[src/rtl/core/psva_pkg.sv]
// Package: types and constants of the pixel sample variance accumulator
`timescale 1ns / 1ps
package psva_pkg;
   localparam int MAX_WIDTH_DEF  = 64;
   localparam int MAX_HEIGHT_DEF = 64;
   localparam int DIV_W          = 48;

   typedef enum logic [1:0] {
      OP_ACC_RGB  = 2'd0,
      OP_ACC_MONO = 2'd1,
      OP_CLEAR    = 2'd2,
      OP_QUERY    = 2'd3
   } op_type;

   typedef enum logic [1:0] {
      ST_OK    = 2'd0,
      ST_RANGE = 2'd1,
      ST_SAT   = 2'd2
   } status_type;

   typedef enum logic [2:0] {
      S_CLEAR,
      S_IDLE,
      S_EXEC,
      S_DIV,
      S_MUL,
      S_VAR,
      S_DONE
   } state_type;

   typedef enum logic {
      REG_WIDTH  = 1'b0,
      REG_HEIGHT = 1'b1
   } reg_type;

   typedef struct packed {
      logic [31:0] red_sum;
      logic [31:0] green_sum;
      logic [31:0] blue_sum;
      logic [47:0] red_sq;
      logic [47:0] green_sq;
      logic [47:0] blue_sq;
      logic [15:0] count;
   } entry_type;
endpackage

[src/rtl/core/psva_div.sv]
// Restoring divider, one quotient bit per cycle
`timescale 1ns / 1ps
module psva_div (
   input  logic                          clock,
   input  logic                          reset,
   input  logic                          start,
   input  logic [psva_pkg::DIV_W-1:0]    dividend,
   input  logic [15:0]                   divisor,
   output logic                          done,
   output logic [psva_pkg::DIV_W-1:0]    quotient
);
   localparam int CNT_W = $clog2(psva_pkg::DIV_W + 1);

   logic                       busy_ff, busy_in;
   logic                       done_ff, done_in;
   logic [CNT_W-1:0]           cnt_ff, cnt_in;
   logic [15:0]                rem_ff, rem_in;
   logic [psva_pkg::DIV_W-1:0] quo_ff, quo_in;
   logic [15:0]                dvs_ff, dvs_in;
   logic [16:0]                part;
   logic [16:0]                trial;

   always_comb begin
      busy_in = busy_ff;
      done_in = 1'b0;
      cnt_in  = cnt_ff;
      rem_in  = rem_ff;
      quo_in  = quo_ff;
      dvs_in  = dvs_ff;
      part    = {rem_ff, quo_ff[psva_pkg::DIV_W-1]};
      trial   = part - {1'b0, dvs_ff};
      if (start) begin
         busy_in = 1'b1;
         cnt_in  = CNT_W'(psva_pkg::DIV_W);
         rem_in  = '0;
         quo_in  = dividend;
         dvs_in  = divisor;
      end else if (busy_ff) begin
         if (trial[16]) begin
            rem_in = part[15:0];
            quo_in = {quo_ff[psva_pkg::DIV_W-2:0], 1'b0};
         end else begin
            rem_in = trial[15:0];
            quo_in = {quo_ff[psva_pkg::DIV_W-2:0], 1'b1};
         end
         cnt_in = cnt_ff - 1'b1;
         if (cnt_ff == CNT_W'(1)) begin
            busy_in = 1'b0;
            done_in = 1'b1;
         end
      end
   end

   always_ff @(posedge clock) begin
      if (reset) begin
         busy_ff <= 1'b0;
         done_ff <= 1'b0;
      end else begin
         busy_ff <= busy_in;
         done_ff <= done_in;
      end
      cnt_ff <= cnt_in;
      rem_ff <= rem_in;
      quo_ff <= quo_in;
      dvs_ff <= dvs_in;
   end

   assign done     = done_ff;
   assign quotient = quo_ff;
endmodule

[config.mk]
export PLATFORM = sky130hd
export DESIGN_NAME = psva_div
export DESIGN_NICKNAME = d
export VERILOG_FILES = /design/src/rtl/core/psva_pkg.sv /design/src/rtl/core/psva_div.sv
export SDC_FILE = /design/constraint.sdc
export NUM_CORES = 1
export LEC_CHECK = 0
export BUFFER_PORTS_ARGS = -buffer_cell sky130_fd_sc_hd__buf_2
export CAP_MARGIN = 20
export CELL_PAD_IN_SITES_DETAIL_PLACEMENT = 2
export CELL_PAD_IN_SITES_GLOBAL_PLACEMENT = 2
export CORE_MARGIN = 2
export CORE_UTILIZATION = 31
export DETAILED_ROUTE_END_ITERATION = 8
export GPL_TIMING_DRIVEN = 0
export PLACE_DENSITY = 0.86
export SETUP_SLACK_MARGIN = 0.4
export SYNTH_ARGS = -nofsm -noshare
export SYNTH_HDL_FRONTEND = slang
export SYNTH_SLANG_ARGS = --single-unit
[constraint.sdc]
create_clock -name clock -period 2.61 [get_ports clock]
set_input_delay 0.522 -clock clock [delete_from_list [all_inputs] [get_ports clock]]
set_output_delay 0.522 -clock clock [all_outputs]
set_load 0.01 [all_outputs]
## After elaboration in Yosys (flattened, before gate mapping)

Cells that the tools add are included.

| word-level totals | value |
|---|---|
| register bits | 88 |
| input port bits | 67 |
| output and inout bits | 49 |
| logic and storage cells | 20 |

| operators by class | value |
|---|---|
| $add $sub $neg | 2 |
| equal/unequal tests | 1 |
| mux-type cells | 8 |
| bitwise logic cells | 1 |
| reductions and logical operators | 2 |

Operators with widths:

| operator | count |
|---|---|
| $mux W48 | 2 |
| $sub A17 B16 Y17 | 1 |
| $mux W16 | 1 |
| $eq A6 B1 Y1 const B | 1 |
| $sub A6 B1 Y6 const B | 1 |
| $mux W1 | 5 |
| $reduce_or A3 Y1 | 1 |
| $reduce_bool A2 Y1 | 1 |
| $not A1 Y1 | 1 |

## Longest topological paths before layout

| depth | value |
|---|---|
| depth in word-level cells | 4 |
| mapped depth | 11 |

## Worst setup path after synthesis

No wires, ideal clock.

| timing path | value |
|---|---|
| path type | register -> register |
| start | reg quo_ff, in the netlist quotient[47] |
| end | reg rem_ff[8] |
| setup time | 137 ps |
| arrival | 2447 ps |
| required time | 2473 ps |
| setup slack | 26 ps |
| cell stages (with the launch flop) | 12 |
| clock period less this slack | 2584 ps |
| cell sequence | edfxtp_1 > inv_1 > ha_1 > fa_1 > nand2b_1 > a21oi_2 > o211ai_2 > o211a_4 > xnor2_4 > buf_8 > mux2i_1 > a211oi_1 |

| on the way | value |
|---|---|
| longest elaborated chain between the ends | 2 |

RTL lines:

| what | line | RTL |
|---|---|---|
| start, declared | psva_div.sv:18 | `logic [psva_pkg::DIV_W-1:0] quo_ff, quo_in;` |
| start signal, assigned | psva_div.sv:64 | `quo_ff <= quo_in;` |
| $sub A17 B16 Y17 | psva_div.sv:31 | `trial = part - {1'b0, dvs_ff};` |
| $mux W16 | psva_div.sv:39 | `if (trial[16]) begin` |
| end signal, assigned | psva_div.sv:63 | `rem_ff <= rem_in;` |
| end, declared | psva_div.sv:17 | `logic [15:0] rem_ff, rem_in;` |

Every way passes these cells.
A chain may end at the register's enable or synchronous reset.

## Worst setup path after layout

| timing path | value |
|---|---|
| start | reg dvs_ff[0] |
| end | reg rem_ff[14] |

| on the way | value |
|---|---|
| longest elaborated chain between the ends | 2 |

RTL lines:

| what | line | RTL |
|---|---|---|
| start, declared | psva_div.sv:19 | `logic [15:0] dvs_ff, dvs_in;` |
| start signal, assigned | psva_div.sv:65 | `dvs_ff <= dvs_in;` |
| $sub A17 B16 Y17 | psva_div.sv:31 |  |
| $mux W16 | psva_div.sv:39 |  |

Every way passes these cells.

==> impl_metrics.env <==
export IMPL_status="complete, no violations"
export IMPL_netlist_area_um2=4441
export IMPL_ir_drop_uv=420.8
export IMPL_clk_pin_slew_ns=0.07
export IMPL_initial_core_util_pct=31.87
export IMPL_wl_um=14390
export IMPL_synth_area_leaders="edfxtp_1, mux2_2, dfxtp_1, ha_1, mux2i_1"
export IMPL_crit_chain="ha_4, fa_2, nand2b_4, a21oi_4, o211ai_2, o211a_4, xnor2_4, buf_8, mux2i_2, o21ai_1"
export IMPL_worstHoldPathType="in -> reg"
export IMPL_cts_tree="done"
export IMPL_synthMuxAreaShare_pct=15.10
export IMPL_finalHoldViolCount=0
export IMPL_synth_compound_area_share_pct=9.862
export IMPL_synth_fa_ha_area_share_pct=5.523
export IMPL_port_buffers=115
export IMPL_antenna_found_initial=0
export IMPL_setup_tns_ns=0
export IMPL_synth_top_cell_by_area="edfxtp_1"
export IMPL_synth_cell_type_count=50
export IMPL_synth_simple_area_share_pct=8.002
export IMPL_place_area_um2=5265
export IMPL_rows=43
export IMPL_drive_gt1_share_pct=44.84
export IMPL_avgSynthCellArea_um2=12.37
export IMPL_design_area_um2=5766
export IMPL_cts_num_sinks=88
export IMPL_grt_max_degree=19
export IMPL_viasPerCell=5.076
export IMPL_rsz0062_at_grt="yes"
export IMPL_worstPathRequired_ns=2.82
export IMPL_io_pins=116
export IMPL_synth_top_area_share_pct=43.28
export IMPL_dp_hpwl_um=10220
export IMPL_cts_root_buf="clkbuf_16"
export IMPL_diodes=0
export IMPL_slew_violations=0
export IMPL_first_global_vias=4095
export IMPL_dieArea_um2=15300
export IMPL_synth_seq_cells=88
export IMPL_cp_end_kind="register"
export IMPL_crit_fanout=10
export IMPL_overflow=0
export IMPL_nets=585
export IMPL_cpMaxStageDelayCell="edfxtp_1"
export IMPL_synth_cells=359
export IMPL_wl_per_cell_um=21.04
export IMPL_min_period_over_period_pct=98.01
export IMPL_route_detailed_drc=0
export IMPL_start_kind="register"
export IMPL_synth_xor_area_share_pct=3.776
export IMPL_setup_viol=0
export IMPL_die_h_um=123.7
export IMPL_fillCellCount=1422
export IMPL_slew_headroom_pct=49.31
export IMPL_synth_nets=445
export IMPL_ys_warnings_count=0
export IMPL_insertion_delay_ns=0.34
export IMPL_skew_ns=0.007363
export IMPL_max_slew_worst_pin_slew_ns=0.7595
export IMPL_die_w_um=123.7
export IMPL_crit_type="reg -> reg"
export IMPL_cts_buffers=9
export IMPL_min_path_cells=1
export IMPL_rr_worst_depth=10
export IMPL_cts_htree_levels=3
export IMPL_critical_path_arrival_ns=2.77
export IMPL_p_leak_nw=2.352
export IMPL_clk_path_buf_depth=2
export IMPL_area_delta_synth_final_pct=29.84
export IMPL_vias=3472
export IMPL_ant_nets=0
export IMPL_drt_iter0_drc=98
export IMPL_core_area_um2=13930
export IMPL_max_freq_mhz=390.9
export IMPL_period_minus_slack_ns=2.558
export IMPL_first_pass_iters=4
export IMPL_grt_pass1_wl_um=22260
export IMPL_power_density_nw_per_um2=670.3
export IMPL_gp_congestion=0.8397
export IMPL_cpPeakStageDelay_ns=0.41
export IMPL_track_usage_pct=19.53
export IMPL_ys_seq_area_share_pct=54.10
export IMPL_synth_top_family_by_area="multiplexers"
export IMPL_maxCapViolCount=0
export IMPL_holdBufCountCts=0
[power by group]
| group | internal (W) | total, W | switching, W |
|---|---|---|---|
| Sequential | 0.00166 | 0.00175 | 0.0000925 |
| Combinational | 0.000390 | 0.000855 | 0.000465 |
| Clock | 0.000659 | 0.00126 | 0.000601 |
[worst max-delay path, delay by kind of cell (launching register included)]
| kind | cells | cell delay (ns) |
|---|---|---|
| compound gates | 4 | 0.63 |
| fa+ha+maj | 2 | 0.53 |
| flops | 1 | 0.41 |
| mux | 1 | 0.25 |
| xor+xnor | 1 | 0.22 |
| buf+inv | 1 | 0.19 |
| simple gates | 1 | 0.17 |
[layout by cell type, fill, tap and decap left out, types with 4 or more instances in the layout]
cell,instances
a211oi_1,10
a21o_1,4
a21oi_1,13
buf_2,115
buf_4,10
clkbuf_1,6
clkbuf_16,9
clkbuf_2,5
clkinvlp_4,5
dfxtp_1,24
edfxtp_1,64
ha_1,16
inv_1,22
mux2_2,48
mux2i_1,10
nand2_1,15
nand2b_1,4
nor2_1,27
nor3_1,5
o21ai_0,8
xnor2_1,12
xor2_1,4
[what timing repair did]
action	CTS	global route
gates resized for setup	19	18
endpoints found under the hold margin	0	0
pin swaps	7	6
cloned	3	0
setup buffers	9	2
setup endpoints to repair	87	106
[path summary, 6_finish.rpt]
| check | startpoint | endpoint | slack [ns] |
|---|---|---|---|
| setup reg to reg | dvs_ff[0] | rem_ff[14] | 0.05 |
| setup / recovery | dvs_ff[0] | rem_ff[14] | 0.05 |
| hold reg to reg | rem_ff[6] | rem_ff[6] | 0.52 |
| hold / removal | divisor[12] | dvs_ff[12] | 0.35 |
[Yosys cell counts (all sizes together)]
| library cell | count |
|---|---|
| a22o | 2 |
| o311ai | 1 |
| nor3b | 2 |
| nor4b | 2 |
| o31a | 1 |
| edfxtp | 64 |
| a21boi | 1 |
| o32ai | 1 |
| or3 | 1 |
| o2111ai | 1 |
| fa | 1 |
| o31ai | 1 |
| nor4bb | 1 |
| a211oi | 13 |
| o211a | 1 |
| clkbuf | 11 |
| nand4 | 1 |
| nor3 | 8 |
| a21oi | 15 |
| nor4 | 3 |
| nor2 | 28 |
| o2bb2ai | 1 |
| a211o | 1 |
| ha | 18 |
| o211ai | 3 |
| mux2 | 48 |
| nor2b | 2 |
| xnor2 | 13 |
| mux2i | 13 |
| buf | 3 |
| a31oi | 2 |
| and3 | 1 |
| dfxtp | 24 |
| o21ai | 10 |
| nand2 | 16 |
| nand2b | 5 |
| inv | 24 |
| xor2 | 4 |
| a21o | 4 |
| o21bai | 3 |
| o21a | 1 |
| o41ai | 1 |
| nand3 | 2 |
| and4 | 1 |
[cells by family (layout without fill, tap and decap cells)]
kind of cell / count (synthesis) / count (layout)
muxes: 61 / 61
xor gates and xnor gates: 17 / 17
AOI/OAI and AO/OA: 63 / 63
adders and majority gates: 19 / 19
buffers and inverters: 38 / 183
and+or+nand+nor: 73 / 73
DFF: 88 / 88
[layout make-up]
type | instances | area (um2) | area share, %
clock buffers | 9 | 225.2 | 3.906
clock inverters | 7 | 53.80 | 0.9332
repair buffers | 126 | 673.1 | 11.68
plain buffers | 14 | 77.57 | 1.345
inverters | 24 | 93.84 | 1.628
multi-input cells | 233 | 1992 | 34.55
repair inverters | 3 | 22.52 | 0.3906
flip-flops and latches | 88 | 2402 | 41.67
well taps | 180 | 225.2 | 3.906
[routing by layer]
metal,routed length [um],track usage (%),vias up,share of wire (%)
li1,-,-,1607,-
met1,5316,20.49,1723,37
met2,7684,35.89,121,53
met3,1074,7.326,21,7.5
met4,316,6.250,0,2.2
met5,0,0,-,0
[flip-flops by register name, summed over array words and instances, names as in the netlist]
register and flops:
dvs_ff 16, rem_ff 16, done 1, busy_ff 1, quotient 48, cnt_ff 6
[through the flow]
step	hold slack (ns)	setup WS, ns	util, %	total power (W)	cells
after detailed placement	0.4887	-0.6911	37.78	0.002546	654
final	0.3474	0.05191	41.38	0.003864	684
after CTS	0.3411	0.1279	41.01	0.003873	682
after floorplan	0.4451	0.1195	-	0.002250	359
after global placement	0.4787	-0.5773	37.78	0.002489	654
after global routing	0.3444	-0.05979	41.38	0.004044	684
Note: power is estimated with default switching activity, not from simulation.
